### config.mk
export PLATFORM = sky130hd
export DESIGN_NAME = erot_fifo
export DESIGN_NICKNAME = d
export VERILOG_FILES = /design/src/rtl/erot_fifo.sv
export SDC_FILE = /design/constraint.sdc
export NUM_CORES = 1
export LEC_CHECK = 0
export BUFFER_PORTS_ARGS = -buffer_cell sky130_fd_sc_hd__buf_2
export CORE_MARGIN = 5
export CORE_UTILIZATION = 53
export CTS_BUF_LIST = sky130_fd_sc_hd__clkbuf_4
export CTS_CLUSTER_DIAMETER = 50
export CTS_CLUSTER_SIZE = 30
export DETAILED_ROUTE_END_ITERATION = 8
export HOLD_SLACK_MARGIN = 0.05
export PLACE_DENSITY_LB_ADDON = 0.05
export SETUP_SLACK_MARGIN = 0.2
export SLEW_MARGIN = 15
export SYNTH_ARGS = -nofsm -noshare
export SYNTH_HDL_FRONTEND = slang
export SYNTH_SLANG_ARGS = --single-unit
export TNS_END_PERCENT = 50
### constraint.sdc
create_clock -name aclk -period 2.8 [get_ports aclk]
set_clock_uncertainty 0.05 [all_clocks]
set_input_delay 0.56 -clock aclk [delete_from_list [all_inputs] [get_ports aclk]]
set_output_delay 0.56 -clock aclk [all_outputs]
set_load 0.005 [all_outputs]
### src/rtl/erot_fifo.sv
// Short queue between the accepting front and the multiply back end.
// Register array with fall-through head; depends on nothing.
`default_nettype none
module erot_fifo #(
    parameter int WIDTH = 72,
    parameter int DEPTH = 4,
    localparam int PW   = $clog2(DEPTH),
    localparam int CW   = $clog2(DEPTH + 1)
) (
    input  wire logic             aclk,
    input  wire logic             aresetn,
    input  wire logic             push,
    input  wire logic [WIDTH-1:0] push_data,
    input  wire logic             pop,
    output logic [WIDTH-1:0]      head_data,
    output logic                  full,
    output logic                  not_empty
);

    logic [WIDTH-1:0] mem_reg [DEPTH];
    logic [PW-1:0]    wr_ptr_reg, wr_ptr_next, rd_ptr_reg, rd_ptr_next;
    logic [CW-1:0]    count_reg, count_next;

    assign head_data = mem_reg[rd_ptr_reg];
    assign full      = (count_reg == CW'(DEPTH));
    assign not_empty = (count_reg != '0);

    always_comb begin
        wr_ptr_next = wr_ptr_reg;
        rd_ptr_next = rd_ptr_reg;
        count_next  = count_reg;
        if (push) wr_ptr_next = (wr_ptr_reg == PW'(DEPTH - 1)) ? '0 : wr_ptr_reg + 1'b1;
        if (pop)  rd_ptr_next = (rd_ptr_reg == PW'(DEPTH - 1)) ? '0 : rd_ptr_reg + 1'b1;
        if (push && !pop) count_next = count_reg + 1'b1;
        if (pop && !push) count_next = count_reg - 1'b1;
    end

    always_ff @(posedge aclk) begin
        if (!aresetn) begin
            wr_ptr_reg <= '0;
            rd_ptr_reg <= '0;
            count_reg  <= '0;
        end else begin
            wr_ptr_reg <= wr_ptr_next;
            rd_ptr_reg <= rd_ptr_next;
            count_reg  <= count_next;
        end
    end

    always_ff @(posedge aclk) begin
        if (push) mem_reg[wr_ptr_reg] <= push_data;
    end

`ifndef SYNTHESIS
    a_no_overflow: assert property (@(posedge aclk) disable iff (!aresetn)
        push |-> (!full || pop)) else $error("queue overflow");
    a_no_underflow: assert property (@(posedge aclk) disable iff (!aresetn)
        pop |-> not_empty) else $error("queue underflow");
    a_count_step: assert property (@(posedge aclk) disable iff (!aresetn)
        (push && !pop) |=> (count_reg == $past(count_reg) + 1'b1))
        else $error("queue count lost an item");
`endif

endmodule
`default_nettype wire

=== Yosys cells after proc, flatten, opt, wreduce, memory -nomap -nowiden ===
Memories as Yosys holds them, arrays and structs flattened. A register that Yosys moved wholly into a read port is not among the register bits.
Index checks and enable logic that the tools add are counted.

* Reductions and logical operators: 6
* $add $sub $neg: 4
* Multiplexer cells: 8
* Eq/ne operators: 3

{| class="wikitable"
|+ Operators by type and width
! operator !! number
|-
| $mux W2 || 4
|-
| $mux W3 || 2
|-
| $add A2 B1 Y2 const B || 2
|-
| $eq A2 B2 Y1 const B || 2
|-
| $add A3 B1 Y3 const B || 1
|-
| $eq A3 B3 Y1 const B || 1
|-
| $reduce_bool A3 Y1 || 1
|-
| $sub A3 B1 Y3 const B || 1
|-
| $logic_and A1 B1 Y1 || 2
|-
| $logic_not A1 Y1 || 2
|-
| $mux W1 || 2
|-
| $reduce_bool A2 Y1 || 1
|}

* Register bits: 7
* Input bits: 76
* Bits in writable memories: 288
* Output and inout bits: 74
* Memories kept: 1

{| class="wikitable"
|+ Memory list
! name !! words !! bits a word !! read ports !! clocked after Yosys merged registers in !! write ports !! line !! source
|-
| mem_reg || 4 || 72 || 1 || 1 || 1 || 20 || <nowiki>logic [WIDTH-1:0] mem_reg [DEPTH];</nowiki>
|}

=== Longest topological paths before layout ===
* Word-level depth: 4
* Depth in mapped cells: 6
* Mapped depth without buffers: 6

=== Worst setup path before layout ===
No wires, ideal clock.

* Path type: input -> register
* Start: in push
* End: mem mem_reg[0][0] (enable)
* Data arrival time: 2.245 ns
* Setup slack: 0.067 ns
* Stages on the path: 1
* Path through: and2_1

* Word-level cells in the longest chain between the ends: 2

{| class="wikitable"
|+ Ends and longest elaborated chain
! item !! line !! source
|-
| from (decl) || 12 || <nowiki>input wire logic push,</nowiki>
|-
| $mux W1 || 51 || <nowiki>if (push) mem_reg[wr_ptr_reg] <= push_data;</nowiki>
|-
| $mux W1 (implied by the code) || 51 ||
|-
| to (decl) || 20 ||
|}

Every way passes these cells.

==> impl_metrics.json <==
{
  "outcome": "complete, no violations",
  "required_ns": 2.19,
  "postSynthCellCount": 419,
  "dr_total_vias": 5260,
  "layout_min_cycle_time_ns": 2.75,
  "nets": 765,
  "insertion_delay_ns": 0.69,
  "p_clk_share_pct": 28.0,
  "routed_wl_mm": 20.9,
  "yosys_warnings": 0,
  "rsz0062_at_grt": "true",
  "synth_cell_types": 21,
  "row_count": 52,
  "area_growth_pct": 24.2,
  "cts-buffers-inserted": 28,
  "maxCapViolCount": 0,
  "multi_input_area_mm2": 0.00190,
  "antenna_found_initial": 1,
  "die_width_um": 154,
  "io_buffers": 149,
  "synthFlopType": "edfxtp_1",
  "grt_pass1_wl_mm": 32.6,
  "drtIter0Drc": 219,
  "pwr-share-seq_pct": 60.9,
  "max_slew_margin_pct": 70.5,
  "routedWlPerCell_um": 21.5,
  "peakVddDrop_mv": 0.521,
  "synth_area_mm2": 0.0109,
  "dr.pass1.iters": 4,
  "io_pins": 150,
  "hpwlAfterDp_mm": 12.6,
  "intPower_mw": 6.28,
  "first_global_vias": 5713,
  "initial_utilization_pct": 54.0,
  "p_sw_share_pct": 25.2,
  "dp.cells": 838,
  "grt_max_degree": 38,
  "power_density_mw_per_mm2": 619,
  "post-route-drc-count": 0,
  "cts.sinks": 297,
  "arrival_ns": 2.14,
  "finalCritPeriodShare_pct": 98.3,
  "drive_above_1_share_pct": 43.2,
  "syn_avg_cell_area_um2": 26.1,
  "hp-class": "in -> reg",
  "seqCellArea_mm2": 0.00884,
  "fillers": 1371,
  "synth_seq_cells": 297,
  "grt_overflow": 0,
  "p_switching_mw": 2.12,
  "cts.htree.levels": 1,
  "cts_tree": "yes",
  "synth_fp_nets": 502,
  "setup_tns_ns": 0,
  "critPathCaptureType": "output port",
  "critPathKind": "reg -> out",
  "clkTransAtPathRegs_ns": 0.20,
  "critPathMaxFanout": 7,
  "power.share.combinational_pct": 11.1,
  "synth_async_sr_flop_share_pct": 0,
  "place_ws_ns": 0.618,
  "grt_use_total_pct": 17.7,
  "core_mm2": 0.0202,
  "die_y_um": 154,
  "p_leak_nw": 4.65,
  "viasPerCell": 5.39,
  "start_kind": "flop",
  "cts_max_path_buffers": 3,
  "finalHoldViolCount": 0,
  "cts-root-buf": "clkbuf_4",
  "setup_viol": 0,
  "final_cells": 975,
  "synth_edf_count": 288,
  "routabilityCongestion": 0.733,
  "ys_seq_area_share_pct": 80.8,
  "largest_reg_flops": 288,
  "final_antenna_net_count": 0,
  "drv_slew": 0,
  "worst_slack_ns": 0.0480,
  "dieArea_mm2": 0.0236,
  "timing.fmax_mhz": 363,
  "worst_pin_slew_ns": 0.442
}
Yosys cell counts, types with 2 or more instances:
library cell / number / area, um2
ha_1: 6 / 75.1
nor2b_1: 5 / 31.3
xnor2_1: 2 / 17.5
mux4_1: 2 / 52.6
and2_1: 5 / 31.3
buf_12: 7 / 140
buf_2: 7 / 35.0
dfxtp_1: 9 / 180
or3_1: 2 / 12.5
mux4_2: 70 / 1580
edfxtp_1: 288 / 8650
mux2i_1: 3 / 30.0
inv_1: 3 / 11.3
nor3b_1: 3 / 22.5
layout by cell type, fill, tap and decap left out, drive strengths merged:
cell type | Yosys | routed
buf | 15 | 173
mux2i | 3 | 3
dfxtp | 9 | 9
fa | 1 | 1
and2 | 5 | 5
edfxtp | 288 | 288
nor2b | 5 | 5
a21boi | 1 | 1
xnor2 | 2 | 2
ha | 6 | 6
or3 | 2 | 2
nor3b | 3 | 3
o21ai | 1 | 1
clkinv | 0 | 11
inv | 3 | 15
mux4 | 72 | 72
clkbuf | 1 | 32
a21oi | 1 | 1
diode | 0 | 1
o21a | 1 | 1
dlygate4sd3 | 0 | 73
metal layers:
layer / track usage, % / up-vias / part of all wire [%]
met5: 0 / - / 0
met2: 30.2 / 134 / 52
met4: 3.36 / 0 / 1.7
met1: 23.9 / 2751 / 41
li1: - / 2344 / -
met3: 4.41 / 31 / 5.9
metrics by stage:
stage / power (mW) / util [%] / hold WS (ns) / cell area, um2
6_report: 8.39 / 67.1 / 0.171 / 13600
5_1_grt: 8.77 / 67.1 / 0.124 / 13600
4_1_cts: 8.48 / 66.6 / 0.112 / 13500
3_5_place_dp: 5.99 / 59.6 / 0.481 / 12100
3_3_place_gp: 5.96 / 59.6 / 0.429 / 12100
2_1_floorplan: 5.63 / - / 0.417 / 10900
worst max-delay path, cell delays in order, from the launching register on:
cell	delay (ns)
dfxtp_4	0.41
buf_12	0.17
buf_16	0.15
mux4_2	0.54
buf_6	0.14
cell families after synthesis:
| logic type | after synthesis | share of synthesized area, % |
|---|---|---|
| adder cells (fa/ha/maj) | 7 | 0.870 |
| XOR/XNOR | 2 | 0.160 |
| buffers and inverters | 19 | 1.84 |
| flip-flops | 297 | 80.8 |
| AND/OR/NAND/NOR | 15 | 0.893 |
| multiplexers | 75 | 15.2 |
| AO/OA/AOI/OAI | 4 | 0.229 |
path summary, 6_finish.rpt:
check / startpoint / to / slack [ns] / cells after the start
max: flop / head_data[65] / 0.05 / 4
min: push / wr_ptr_reg[1]$_SDFFE_PN0P_ / 0.17 / 3
max reg2reg: wr_ptr_reg[0]$_SDFFE_PN0P_ / mem_reg[3][16]$_DFFE_PP_ / 1.08 / 3
min reg2reg: count_reg[2]$_SDFFE_PN0P_ / count_reg[2]$_SDFFE_PN0P_ / 0.49 / 2
power by group through the flow:
stage / Combinational [mW] / Clock, mW / Sequential, mW
4_1_cts: 0.925 / 2.44 / 5.12
5_1_grt: 1.01 / 2.64 / 5.13
3_3_place_gp: 0.741 / 0 / 5.22
2_1_floorplan: 0.433 / 0 / 5.20
6_report: 0.929 / 2.35 / 5.11
3_5_place_dp: 0.758 / 0 / 5.23
layout make-up:
class	instances	share of cell area [%]
diodes	1	0.0184
well taps	270	2.49
clock buffers	29	1.60
clock inverters	23	1.96
multi-input cells	103	14.0
flip-flops and latches	297	65.1
inverters	3	0.0830
repair buffers	249	14.7
timing repair:
action                                 CTS  global route
hold buffers                            73             0
pin swaps                                0             0
setup buffers                            7             0
setup endpoints to repair               72            72
gates resized for setup                 19             5
cloned                                   1             3
endpoints found under the hold margin  294             0
(Power assumes the default switching activity.)
