<file path="src/rtl/erot_pkg.sv">
// Shared constants, types and tables of the Euler point rotator.
// Holds the CORDIC arctangent table and the coefficient build sequence.
// Depends on nothing.
`default_nettype none
package erot_pkg;

    localparam int COORD_WIDTH_DEF    = 24;
    localparam int COEF_FRAC_BITS_DEF = 16;
    localparam int ANGLE_WIDTH_DEF    = 16;

    localparam int TURN_WIDTH   = 32;
    localparam int TRIG_WIDTH   = 32;
    localparam int CORDIC_WIDTH = 34;
    localparam int ZRES_WIDTH   = 33;
    localparam int PROD_WIDTH   = 64;
    localparam int ACC_WIDTH    = 66;
    localparam int CORDIC_STEPS = 30;
    localparam int STEP_COUNT   = 15;
    localparam int FIFO_DEPTH   = 4;
    localparam int REG_COUNT    = 3;
    localparam int COEF_COUNT   = 9;

    localparam logic signed [TRIG_WIDTH-1:0] CORDIC_ONE = 32'sd652032874;
    localparam logic signed [TRIG_WIDTH-1:0] Q30_ONE    = 32'sd1073741824;

    localparam logic [1:0] REG_FIRST_SPIN = 2'd0;
    localparam logic [1:0] REG_TILT       = 2'd1;
    localparam logic [1:0] REG_LAST_SPIN  = 2'd2;

    localparam logic [3:0] OPD_CP  = 4'd0;
    localparam logic [3:0] OPD_SP  = 4'd1;
    localparam logic [3:0] OPD_CT  = 4'd2;
    localparam logic [3:0] OPD_ST  = 4'd3;
    localparam logic [3:0] OPD_CS  = 4'd4;
    localparam logic [3:0] OPD_SS  = 4'd5;
    localparam logic [3:0] OPD_SCT = 4'd6;
    localparam logic [3:0] OPD_CCT = 4'd7;
    localparam logic [3:0] OPD_ONE = 4'd8;

    localparam logic [3:0] DST_SCT = 4'd9;
    localparam logic [3:0] DST_CCT = 4'd10;

    typedef struct packed {
        logic [3:0] sel_a;
        logic [3:0] sel_b;
        logic       neg;
        logic       first;
        logic       last;
        logic [3:0] dest;
    } mstep_t;

    function automatic mstep_t mstep(input logic [3:0] idx);
        mstep_t s;
        s = '0;
        unique case (idx)
            4'd0:    s = '{OPD_SS,  OPD_CT,  1'b0, 1'b1, 1'b1, DST_SCT};
            4'd1:    s = '{OPD_CS,  OPD_CT,  1'b0, 1'b1, 1'b1, DST_CCT};
            4'd2:    s = '{OPD_CS,  OPD_CP,  1'b0, 1'b1, 1'b0, 4'd0};
            4'd3:    s = '{OPD_SCT, OPD_SP,  1'b1, 1'b0, 1'b1, 4'd0};
            4'd4:    s = '{OPD_CS,  OPD_SP,  1'b1, 1'b1, 1'b0, 4'd1};
            4'd5:    s = '{OPD_SCT, OPD_CP,  1'b1, 1'b0, 1'b1, 4'd1};
            4'd6:    s = '{OPD_SS,  OPD_ST,  1'b0, 1'b1, 1'b1, 4'd2};
            4'd7:    s = '{OPD_SS,  OPD_CP,  1'b0, 1'b1, 1'b0, 4'd3};
            4'd8:    s = '{OPD_CCT, OPD_SP,  1'b0, 1'b0, 1'b1, 4'd3};
            4'd9:    s = '{OPD_SS,  OPD_SP,  1'b1, 1'b1, 1'b0, 4'd4};
            4'd10:   s = '{OPD_CCT, OPD_CP,  1'b0, 1'b0, 1'b1, 4'd4};
            4'd11:   s = '{OPD_CS,  OPD_ST,  1'b1, 1'b1, 1'b1, 4'd5};
            4'd12:   s = '{OPD_ST,  OPD_SP,  1'b0, 1'b1, 1'b1, 4'd6};
            4'd13:   s = '{OPD_ST,  OPD_CP,  1'b0, 1'b1, 1'b1, 4'd7};
            4'd14:   s = '{OPD_CT,  OPD_ONE, 1'b0, 1'b1, 1'b1, 4'd8};
            default: s = '0;
        endcase
        return s;
    endfunction

    function automatic logic [31:0] atan_turn(input logic [4:0] i);
        logic [31:0] t;
        t = '0;
        case (i)
            5'd0:  t = 32'd536870912;
            5'd1:  t = 32'd316933406;
            5'd2:  t = 32'd167458907;
            5'd3:  t = 32'd85004756;
            5'd4:  t = 32'd42667331;
            5'd5:  t = 32'd21354465;
            5'd6:  t = 32'd10679838;
            5'd7:  t = 32'd5340245;
            5'd8:  t = 32'd2670163;
            5'd9:  t = 32'd1335087;
            5'd10: t = 32'd667544;
            5'd11: t = 32'd333772;
            5'd12: t = 32'd166886;
            5'd13: t = 32'd83443;
            5'd14: t = 32'd41722;
            5'd15: t = 32'd20861;
            5'd16: t = 32'd10430;
            5'd17: t = 32'd5215;
            5'd18: t = 32'd2608;
            5'd19: t = 32'd1304;
            5'd20: t = 32'd652;
            5'd21: t = 32'd326;
            5'd22: t = 32'd163;
            5'd23: t = 32'd81;
            5'd24: t = 32'd41;
            5'd25: t = 32'd20;
            5'd26: t = 32'd10;
            5'd27: t = 32'd5;
            5'd28: t = 32'd3;
            5'd29: t = 32'd1;
            default: t = '0;
        endcase
        return t;
    endfunction

endpackage
`default_nettype wire

</file>
<file path="src/rtl/erot_coef.sv">
// Angle registers and rotation coefficient builder.
// One shared CORDIC unit for three angles, then one shared multiplier for nine coefficients and two helper terms.
// Depends on erot_pkg.
`default_nettype none
module erot_coef
    import erot_pkg::*;
#(
    parameter int ANGLE_WIDTH    = ANGLE_WIDTH_DEF,
    parameter int COEF_FRAC_BITS = COEF_FRAC_BITS_DEF,
    localparam int CFW           = COEF_FRAC_BITS + 2
) (
    input  wire logic                        aclk,
    input  wire logic                        aresetn,
    input  wire logic                        cfg_wr_en,
    input  wire logic [1:0]                  cfg_addr,
    input  wire logic [ANGLE_WIDTH-1:0]      cfg_wdata,
    output logic                             busy,
    output logic [COEF_COUNT*CFW-1:0]        coefs
);

    localparam logic [1:0] ST_IDLE = 2'd0;
    localparam logic [1:0] ST_LOAD = 2'd1;
    localparam logic [1:0] ST_ROT  = 2'd2;
    localparam logic [1:0] ST_MAT  = 2'd3;

    localparam logic signed [ACC_WIDTH-1:0] HALF_Q30 = ACC_WIDTH'(1) <<< 29;
    localparam logic signed [ACC_WIDTH-1:0] HALF_C   = ACC_WIDTH'(1) <<< (59 - COEF_FRAC_BITS);
    localparam logic signed [ACC_WIDTH-1:0] ONE_C    = ACC_WIDTH'(1) <<< COEF_FRAC_BITS;

    logic [1:0]                     state_reg, state_next;
    logic [1:0]                     ang_sel_reg, ang_sel_next;
    logic [4:0]                     iter_reg, iter_next;
    logic [3:0]                     step_reg, step_next;
    logic                           phase_reg, phase_next;
    logic [ANGLE_WIDTH-1:0]         angle_reg [REG_COUNT];
    logic [ANGLE_WIDTH-1:0]         angle_next [REG_COUNT];
    logic signed [CORDIC_WIDTH-1:0] x_reg, x_next, y_reg, y_next;
    logic signed [ZRES_WIDTH-1:0]   z_reg, z_next;
    logic [1:0]                     quad_reg, quad_next;
    logic signed [TRIG_WIDTH-1:0]   trig_reg [6];
    logic signed [TRIG_WIDTH-1:0]   trig_next [6];
    logic signed [TRIG_WIDTH-1:0]   sct_reg, sct_next, cct_reg, cct_next;
    logic signed [PROD_WIDTH-1:0]   prod_reg, prod_next;
    logic signed [ACC_WIDTH-1:0]    acc_reg, acc_next;
    logic signed [CFW-1:0]          coef_reg [COEF_COUNT];
    logic signed [CFW-1:0]          coef_next [COEF_COUNT];

    logic [TURN_WIDTH-1:0]          turn;
    logic signed [CORDIC_WIDTH-1:0] dx, dy, xr, yr, cos_v, sin_v;
    logic signed [ZRES_WIDTH-1:0]   at, zr;
    mstep_t                         st;
    logic signed [TRIG_WIDTH-1:0]   op_a, op_b;
    logic signed [ACC_WIDTH-1:0]    term, sum, rnd30, rndc, clampc;

    function automatic logic signed [TRIG_WIDTH-1:0] operand(
        input logic [3:0] sel,
        input logic signed [TRIG_WIDTH-1:0] t0, input logic signed [TRIG_WIDTH-1:0] t1,
        input logic signed [TRIG_WIDTH-1:0] t2, input logic signed [TRIG_WIDTH-1:0] t3,
        input logic signed [TRIG_WIDTH-1:0] t4, input logic signed [TRIG_WIDTH-1:0] t5,
        input logic signed [TRIG_WIDTH-1:0] a6, input logic signed [TRIG_WIDTH-1:0] a7);
        logic signed [TRIG_WIDTH-1:0] v;
        v = Q30_ONE;
        unique case (sel)
            OPD_CP:  v = t0;
            OPD_SP:  v = t1;
            OPD_CT:  v = t2;
            OPD_ST:  v = t3;
            OPD_CS:  v = t4;
            OPD_SS:  v = t5;
            OPD_SCT: v = a6;
            OPD_CCT: v = a7;
            default: v = Q30_ONE;
        endcase
        return v;
    endfunction

    assign busy = (state_reg != ST_IDLE);
    assign turn = {angle_reg[ang_sel_reg], {(TURN_WIDTH-ANGLE_WIDTH){1'b0}}};

    assign dx = y_reg >>> iter_reg;
    assign dy = x_reg >>> iter_reg;
    assign at = ZRES_WIDTH'(atan_turn(iter_reg));
    assign xr = z_reg[ZRES_WIDTH-1] ? x_reg + dx : x_reg - dx;
    assign yr = z_reg[ZRES_WIDTH-1] ? y_reg - dy : y_reg + dy;
    assign zr = z_reg[ZRES_WIDTH-1] ? z_reg + at : z_reg - at;

    always_comb begin
        case (quad_reg)
            2'd0:    begin cos_v = xr;  sin_v = yr;  end
            2'd1:    begin cos_v = -yr; sin_v = xr;  end
            2'd2:    begin cos_v = -xr; sin_v = -yr; end
            default: begin cos_v = yr;  sin_v = -xr; end
        endcase
    end

    assign st   = mstep(step_reg);
    assign op_a = operand(st.sel_a, trig_reg[0], trig_reg[1], trig_reg[2], trig_reg[3],
                          trig_reg[4], trig_reg[5], sct_reg, cct_reg);
    assign op_b = operand(st.sel_b, trig_reg[0], trig_reg[1], trig_reg[2], trig_reg[3],
                          trig_reg[4], trig_reg[5], sct_reg, cct_reg);
    assign term  = st.neg ? -ACC_WIDTH'(prod_reg) : ACC_WIDTH'(prod_reg);
    assign sum   = (st.first ? '0 : acc_reg) + term;
    assign rnd30 = (sum + HALF_Q30) >>> 30;
    assign rndc  = (sum + HALF_C) >>> (60 - COEF_FRAC_BITS);
    assign clampc = (rndc > ONE_C) ? ONE_C : ((rndc < -ONE_C) ? -ONE_C : rndc);

    always_comb begin
        state_next   = state_reg;
        ang_sel_next = ang_sel_reg;
        iter_next    = iter_reg;
        step_next    = step_reg;
        phase_next   = phase_reg;
        angle_next   = angle_reg;
        x_next       = x_reg;
        y_next       = y_reg;
        z_next       = z_reg;
        quad_next    = quad_reg;
        trig_next    = trig_reg;
        sct_next     = sct_reg;
        cct_next     = cct_reg;
        prod_next    = prod_reg;
        acc_next     = acc_reg;
        coef_next    = coef_reg;
        unique case (state_reg)
            ST_LOAD: begin
                x_next     = CORDIC_WIDTH'(CORDIC_ONE);
                y_next     = '0;
                z_next     = {3'b000, turn[29:0]};
                quad_next  = turn[31:30];
                iter_next  = '0;
                state_next = ST_ROT;
            end
            ST_ROT: begin
                x_next    = xr;
                y_next    = yr;
                z_next    = zr;
                iter_next = iter_reg + 5'd1;
                if (iter_reg == 5'(CORDIC_STEPS - 1)) begin
                    trig_next[{ang_sel_reg, 1'b0}] = TRIG_WIDTH'(cos_v);
                    trig_next[{ang_sel_reg, 1'b1}] = TRIG_WIDTH'(sin_v);
                    if (ang_sel_reg == REG_LAST_SPIN) begin
                        state_next = ST_MAT;
                        step_next  = '0;
                        phase_next = 1'b0;
                    end else begin
                        ang_sel_next = ang_sel_reg + 2'd1;
                        state_next   = ST_LOAD;
                    end
                end
            end
            ST_MAT: begin
                if (!phase_reg) begin
                    prod_next  = op_a * op_b;
                    phase_next = 1'b1;
                end else begin
                    acc_next   = sum;
                    phase_next = 1'b0;
                    if (st.last) begin
                        if (st.dest == DST_SCT) sct_next = TRIG_WIDTH'(rnd30);
                        if (st.dest == DST_CCT) cct_next = TRIG_WIDTH'(rnd30);
                        for (int k = 0; k < COEF_COUNT; k++) begin
                            if (st.dest == 4'(k)) coef_next[k] = CFW'(clampc);
                        end
                    end
                    if (step_reg == 4'(STEP_COUNT - 1)) state_next = ST_IDLE;
                    else step_next = step_reg + 4'd1;
                end
            end
            default: ;
        endcase
        if (cfg_wr_en && (cfg_addr == REG_FIRST_SPIN || cfg_addr == REG_TILT ||
                          cfg_addr == REG_LAST_SPIN)) begin
            angle_next[cfg_addr] = cfg_wdata;
            state_next           = ST_LOAD;
            ang_sel_next         = REG_FIRST_SPIN;
        end
    end

    always_ff @(posedge aclk) begin
        if (!aresetn) begin
            state_reg   <= ST_LOAD;
            ang_sel_reg <= REG_FIRST_SPIN;
            iter_reg    <= '0;
            step_reg    <= '0;
            phase_reg   <= 1'b0;
            for (int k = 0; k < REG_COUNT; k++) angle_reg[k] <= '0;
        end else begin
            state_reg   <= state_next;
            ang_sel_reg <= ang_sel_next;
            iter_reg    <= iter_next;
            step_reg    <= step_next;
            phase_reg   <= phase_next;
            angle_reg   <= angle_next;
        end
    end

    always_ff @(posedge aclk) begin
        x_reg    <= x_next;
        y_reg    <= y_next;
        z_reg    <= z_next;
        quad_reg <= quad_next;
        trig_reg <= trig_next;
        sct_reg  <= sct_next;
        cct_reg  <= cct_next;
        prod_reg <= prod_next;
        acc_reg  <= acc_next;
        coef_reg <= coef_next;
    end

    for (genvar k = 0; k < COEF_COUNT; k++) begin : g_coef_out
        assign coefs[k*CFW +: CFW] = coef_reg[k];
    end

endmodule
`default_nettype wire

</file>
<file path="config.mk">
export PLATFORM = sky130hd
export DESIGN_NAME = erot_coef
export DESIGN_NICKNAME = d
export VERILOG_FILES = /design/src/rtl/erot_pkg.sv /design/src/rtl/erot_coef.sv
export SDC_FILE = /design/constraint.sdc
export NUM_CORES = 2
export LEC_CHECK = 0
export BUFFER_PORTS_ARGS = -buffer_cell sky130_fd_sc_hd__buf_2
export CORE_UTILIZATION = 42
export CTS_BUF_LIST = sky130_fd_sc_hd__clkbuf_4
export CTS_CLUSTER_DIAMETER = 60
export DETAILED_ROUTE_END_ITERATION = 10
export MAX_ROUTING_LAYER = met4
export PLACE_DENSITY_LB_ADDON = 0.05
export SYNTH_ARGS = -nofsm -noshare
export SYNTH_HDL_FRONTEND = slang
export SYNTH_SLANG_ARGS = --single-unit
</file>
<file path="constraint.sdc">
create_clock -name aclk -period 10.4 [get_ports aclk]
set_clock_uncertainty 0.15 [all_clocks]
set_input_delay 2.08 -clock aclk [delete_from_list [all_inputs] [get_ports aclk]]
set_output_delay 2.08 -clock aclk [all_outputs]
set_load 0.02 [all_outputs]
</file>
## Word level (Yosys, flattened, before mapping)

Memories as Yosys holds them, arrays and structs flattened. A register that Yosys moved wholly into a read port is not among the register bits.
Index checks and enable logic that the tools add are counted.

| storage, ports and cells | value |
|---|---|
| flip-flop bits (word level) | 713 |
| bits in read-only memories | 1168 |
| input bits | 21 |
| output and inout bits | 163 |
| logic and storage cells | 185 |
| memories kept | 2 |

Memory list:

| memory | depth | bits a word | read ports | clocked after memory_dff | write ports | line | text |
|---|---|---|---|---|---|---|---|
| (no name shown) | 32 | 30 | 1 | 1 | 0 | erot_pkg.sv:79 | `case (i)` |
| (no name shown) | 16 | 13 | 1 | 1 | 0 | erot_pkg.sv:55 | `unique case (idx)` |

| operators by class | value |
|---|---|
| add/subtract/negate cells | 15 |
| multiply operators | 1 |
| $lt $le $gt $ge | 9 |
| equal/unequal tests | 39 |
| shift operators | 2 |
| muxes and demuxes | 45 |
| bitwise gates (word level) | 7 |
| reductions and logical operators | 34 |

Operators with widths:

| operator | count |
|---|---|
| case mux 32 bit (8 select lines) | 2 |
| bitwise mux 192 bit | 2 |
| demux 32 bit (select 3 bit) | 2 |
| case mux 32 bit (3 select lines) | 2 |
| case mux 34 bit (2 select lines) | 2 |
| 2-to-1 mux 66 bit | 2 |
| adder 34 bit | 2 |
| 2-to-1 mux 34 bit | 2 |
| >>> shifter 34 x 5 -> 34 bit | 2 |
| subtractor 34 bit | 2 |
| adder 66 x 45 -> 66 bit (second input constant) | 1 |
| adder 66 bit | 1 |
| negation 64 -> 66 bit | 1 |
| case mux 33 bit (2 select lines) | 1 |
| multiplier 32 x 32 -> 64 bit | 1 |
| 2-to-1 mux 32 bit | 2 |
| negation 32 bit | 2 |
| adder 62 x 31 -> 62 bit (second input constant) | 1 |
| bitwise mux 48 bit | 1 |
| equality test 4 x 3 -> 1 bit (second input constant) | 12 |
| 2-to-1 mux 16 bit | 3 |
| AND reduction 4 bit | 12 |
| 2-to-1 mux 18 bit | 2 |
| adder 33 bit | 1 |
| 41 further kinds | 91 |

## Longest topological paths before layout

| depth | value |
|---|---|
| word-level depth | 7 |
| mapped depth | 38 |
| depth with buffers taken out | 35 |

## Worst setup path before layout

OpenSTA, ideal clock, no wires.

| timing path | value |
|---|---|
| path type | reg2reg |
| from | reg st[13] (netlist name) |
| to | reg prod_reg[63] (data pin) |
| setup time | 0.266 ns |
| data arrival time | 9.163 ns |
| data required time | 9.984 ns |
| path slack | 0.821 ns |
| stages on the path, launching flop included | 34 |
| buffers on the path | 4 |
| period minus slack after synthesis | 9.579 ns |
| path through | dfxtp_1 nor3b_1 clkbuf_1 clkbuf_1 a22oi_1 and4_1 clkbuf_1 buf_1 nor2_1 fa_1 fa_1 fa_1 inv_1 fa_1 inv_1 fa_1 inv_1 fa_1 inv_1 fa_1 fa_1 ha_1 a2111oi_0 o31a_1 o211ai_1 a2111oi_0 o31ai_1 a221o_1 a22o_1 o22ai_1 o211ai_1 o211ai_1 mux2i_1 nand4_1 |

| between the ends | value |
|---|---|
| word-level cells in the longest chain between the ends | 3 |
| elaborated cells between the ends (all ways) | 10 |
| those cells by class | mul: 1; eq/ne: 7; mux: 1; reduce/logical: 1 |

Ends and longest elaborated chain:

| what | line | text |
|---|---|---|
| equality test 4 x 3 -> 1 bit (tied with other cells) | erot_coef.sv:63 | `unique case (sel)` |
| case mux 32 bit (8 select lines) * | erot_coef.sv:63 |  |
| multiplier 32 x 32 -> 64 bit * | erot_coef.sv:153 | `prod_next = op_a * op_b;` |
| end signal, assigned | erot_coef.sv:205 | `prod_reg <= prod_next;` |
| end, declared | erot_coef.sv:43 | `logic signed [PROD_WIDTH-1:0] prod_reg, prod_next;` |

Mark *: on every way between the ends. The rest lies on a longest branch, timed or not.
A chain may end at the register's enable or synchronous reset.

## Worst setup path after layout

| timing path | value |
|---|---|
| from | reg st[13] (netlist name) |
| to | reg prod_reg[51] (data pin) |

| between the ends | value |
|---|---|
| word-level cells in the longest chain between the ends | 3 |
| elaborated cells between the ends (all ways) | 10 |
| those cells by class | mul: 1; eq/ne: 7; mux: 1; reduce/logical: 1 |

Ends and longest elaborated chain:

| what | line |
|---|---|
| equality test 4 x 3 -> 1 bit (tied with other cells) | erot_coef.sv:63 |
| case mux 32 bit (8 select lines) * | erot_coef.sv:63 |
| multiplier 32 x 32 -> 64 bit * | erot_coef.sv:153 |

Marked as above.

==> metrics.txt <==
Post-Syn Instances=8740; via count of the first global-routing pass=68558; Primary FF master, synth=edfxtp_1; most used cell, CP=fa_1; Die H=450 um; delay of the slowest critical-path stage=590 ps; fmax=0.0985 GHz; max FFs per register=192; most area-hungry cell type in the Yosys netlist=fa_1; PortBufs=183; worst r2r dst=prod_reg[51]$_DFFE_PP_; routability cong.=1.02; GRT Util Overall=0.310; Data required, critical path=11130 ps; clock-pin slew on the worst setup and hold paths=60 ps; crit path capture type=flop; first-pass GRT wire length=454000 um; Hold Vio Cnt, Final=0; fin cells=12121; Final WS setup=250 ps; Post-synth ARST share=0; die width=450 um; initial antenna violation count=9; share of cells above drive strength 1=0.153; hold path start=angle_reg[38]$_SDFFE_PN0P_; Critical Setup Path Class=flop to flop; Placed Cells=11719; fin crit period=10150 ps; Post-Syn Area per Cell=9.64 um2; num rows=164; max_slew headroom=0.225; syn_nets=10228; max-cap violation count=0; final-stage net count=10768; CTS Buf Count=212; Register-to-Register Path Depth=36; hold depth=2; TritonRoute pass-1 iters=6; IO Pins=184; vias per std cell=5.62; insertion delay of the later-clocked pin in the worst-skew pair=1240 ps; type of the tightest min-delay check=flop to flop; crit path max fanout=13; Clock Path Buffers=3; Slew Limit Fails=0; routed wire length=306000 um; post-synthesis cell type count=117; Hold WS=316 ps; largest net degree at the start of global routing=97; post-synthesis cell area=84300 um2; initial DRC count=5959; status=finished clean; number of synthesized flops with an enable pin=651; Slew @ Worst Pin=1160 ps; clk sinks=756; arrival time worst endpoint=10880 ps; FF-to-FF Start=st[13]$_SDFF_PN1_; Slowest-stage cell, CP=fa_1; post-place setup slack=-433 ps; Final period util=0.976; total die area=202000 um2; Routed WL per cell=25.2 um; Area Growth Syn to Fin=13.4%; R2R setup slack=250 ps; # setup viols final=0; CTS Root Cell=clkbuf_4; vias=68105; commonest non-fill, non-tap cells in the layout=inv_1 (1136), fa_1 (1087), nand2_1 (946); Hold Path Sink=angle_reg[38]$_SDFFE_PN0P_; sequential share of the synthesized area=0.257; DRC=0; gr ovfl total=0; Critical Path Source Type=flop; Yosys top cell area share=0.258; Filler Cell Count=19107; RSZ-0062 raised after global routing=no; area occupied by registers=21700 um2; synth top area cells=fa_1 (26%), edfxtp_1 (23%), ha_1 (5.6%); final core occ=0.479; core area=200000 um2; Synth Register Bits=756; Synthesis Warnings=0; Antenna Nets Post-Route=0; H-Tree Depth=4; post-DP HPWL=250000 um; leading cell type in the layout, fill and taps excluded=inv_1; multi-input logic area=57100 um2; CTS tree=yes; Starting Density=0.422
## repair_timing
item,CTS,global route
pin swaps,0,4
hold buffers,0,0
setup endpoints to repair,7,31
cloned,0,1
resized for setup,3,38
setup buffers,0,2
## cells by family (layout without fill, tap and decap cells)
kind of cell / count (synthesis) / after routing / synth area share
AND/OR/NAND/NOR: 2758 / 2758 / 0.150
buffers and inverters: 1588 / 2303 / 0.0715
AO/OA/AOI/OAI: 1521 / 1521 / 0.121
adder cells (fa/ha/maj): 1467 / 1467 / 0.315
flip-flops: 756 / 756 / 0.257
XOR/XNOR: 438 / 438 / 0.0459
multiplexers: 212 / 212 / 0.0397
other: 0 / 10 / 0
## through the flow
stage | instance area, um2 | setup TNS, ps
CTS | 95400 | 0
global placement | 92600 | -1430
detailed placement | 92600 | -1410
floorplan | 84300 | 0
global route | 95600 | 0
finish | 95600 | 0
## cell type report
class / instances / share of cell area
antenna: 10 / 0.000262
clock buffer: 304 / 0.0239
clock inverter: 85 / 0.00530
inverter: 1150 / 0.0452
multi-input combinational: 6396 / 0.598
sequential: 756 / 0.227
tap: 2656 / 0.0348
timing repair buffer: 764 / 0.0662
## critical path, delay by kind of cell, from the launching register on
family | cells | cell delay [ps]
and+or+nand+nor | 5 | 1080
buffers and inverters | 11 | 1570
AOI/OAI and AO/OA | 10 | 2000
DFF | 1 | 400
adders and majority gates | 9 | 4490
xor gates and xnor gates | 1 | 90
## cell usage after synthesis, drive strengths merged, types with 55 or more instances
cell	n
and2	106
nand4	86
inv	1143
nor3	125
edfxtp	651
fa	1087
buf	66
mux2	60
dfxtp	105
mux4	92
mux2i	60
nand2	946
a21o	115
nand3	115
a221oi	55
ha	380
xor2	146
o21ai	258
xnor2	292
a21oi	400
nor2	930
clkbuf	372
a22oi	152
nor2b	110
a21boi	67
a31oi	63
nand2b	64
## routing by layer
| metal | up-vias | share of wire | GRT usage |
|---|---|---|---|
| met1 | 34713 | 0.43 | 0.414 |
| met4 | 0 | 0.040 | 0.112 |
| met2 | 2240 | 0.47 | 0.485 |
| met3 | 459 | 0.056 | 0.0355 |
| met5 | - | 0 | - |
| li1 | 30693 | - | - |
## worst max path at each step
stage / startpoint / endpoint / slack, ps / depth (start not counted)
after global placement: st[13]$_SDFF_PN1_ / prod_reg[62]$_DFFE_PP_ / -440 / 32
after global routing: st[13]$_SDFF_PN1_ / prod_reg[63]$_DFFE_PP_ / 7 / 37
after floorplan: st[13]$_SDFF_PN1_ / prod_reg[63]$_DFFE_PP_ / 820 / 33
after CTS: st[12]$_DFF_P_ / prod_reg[63]$_DFFE_PP_ / 10 / 36
final: st[13]$_SDFF_PN1_ / prod_reg[51]$_DFFE_PP_ / 250 / 36
after detailed placement: st[12]$_DFF_P_ / prod_reg[62]$_DFFE_PP_ / -430 / 33
Power is left out: the tool's default activity adds up to more than one toggle a clock period on the data nets, which glitch-free logic cannot reach.
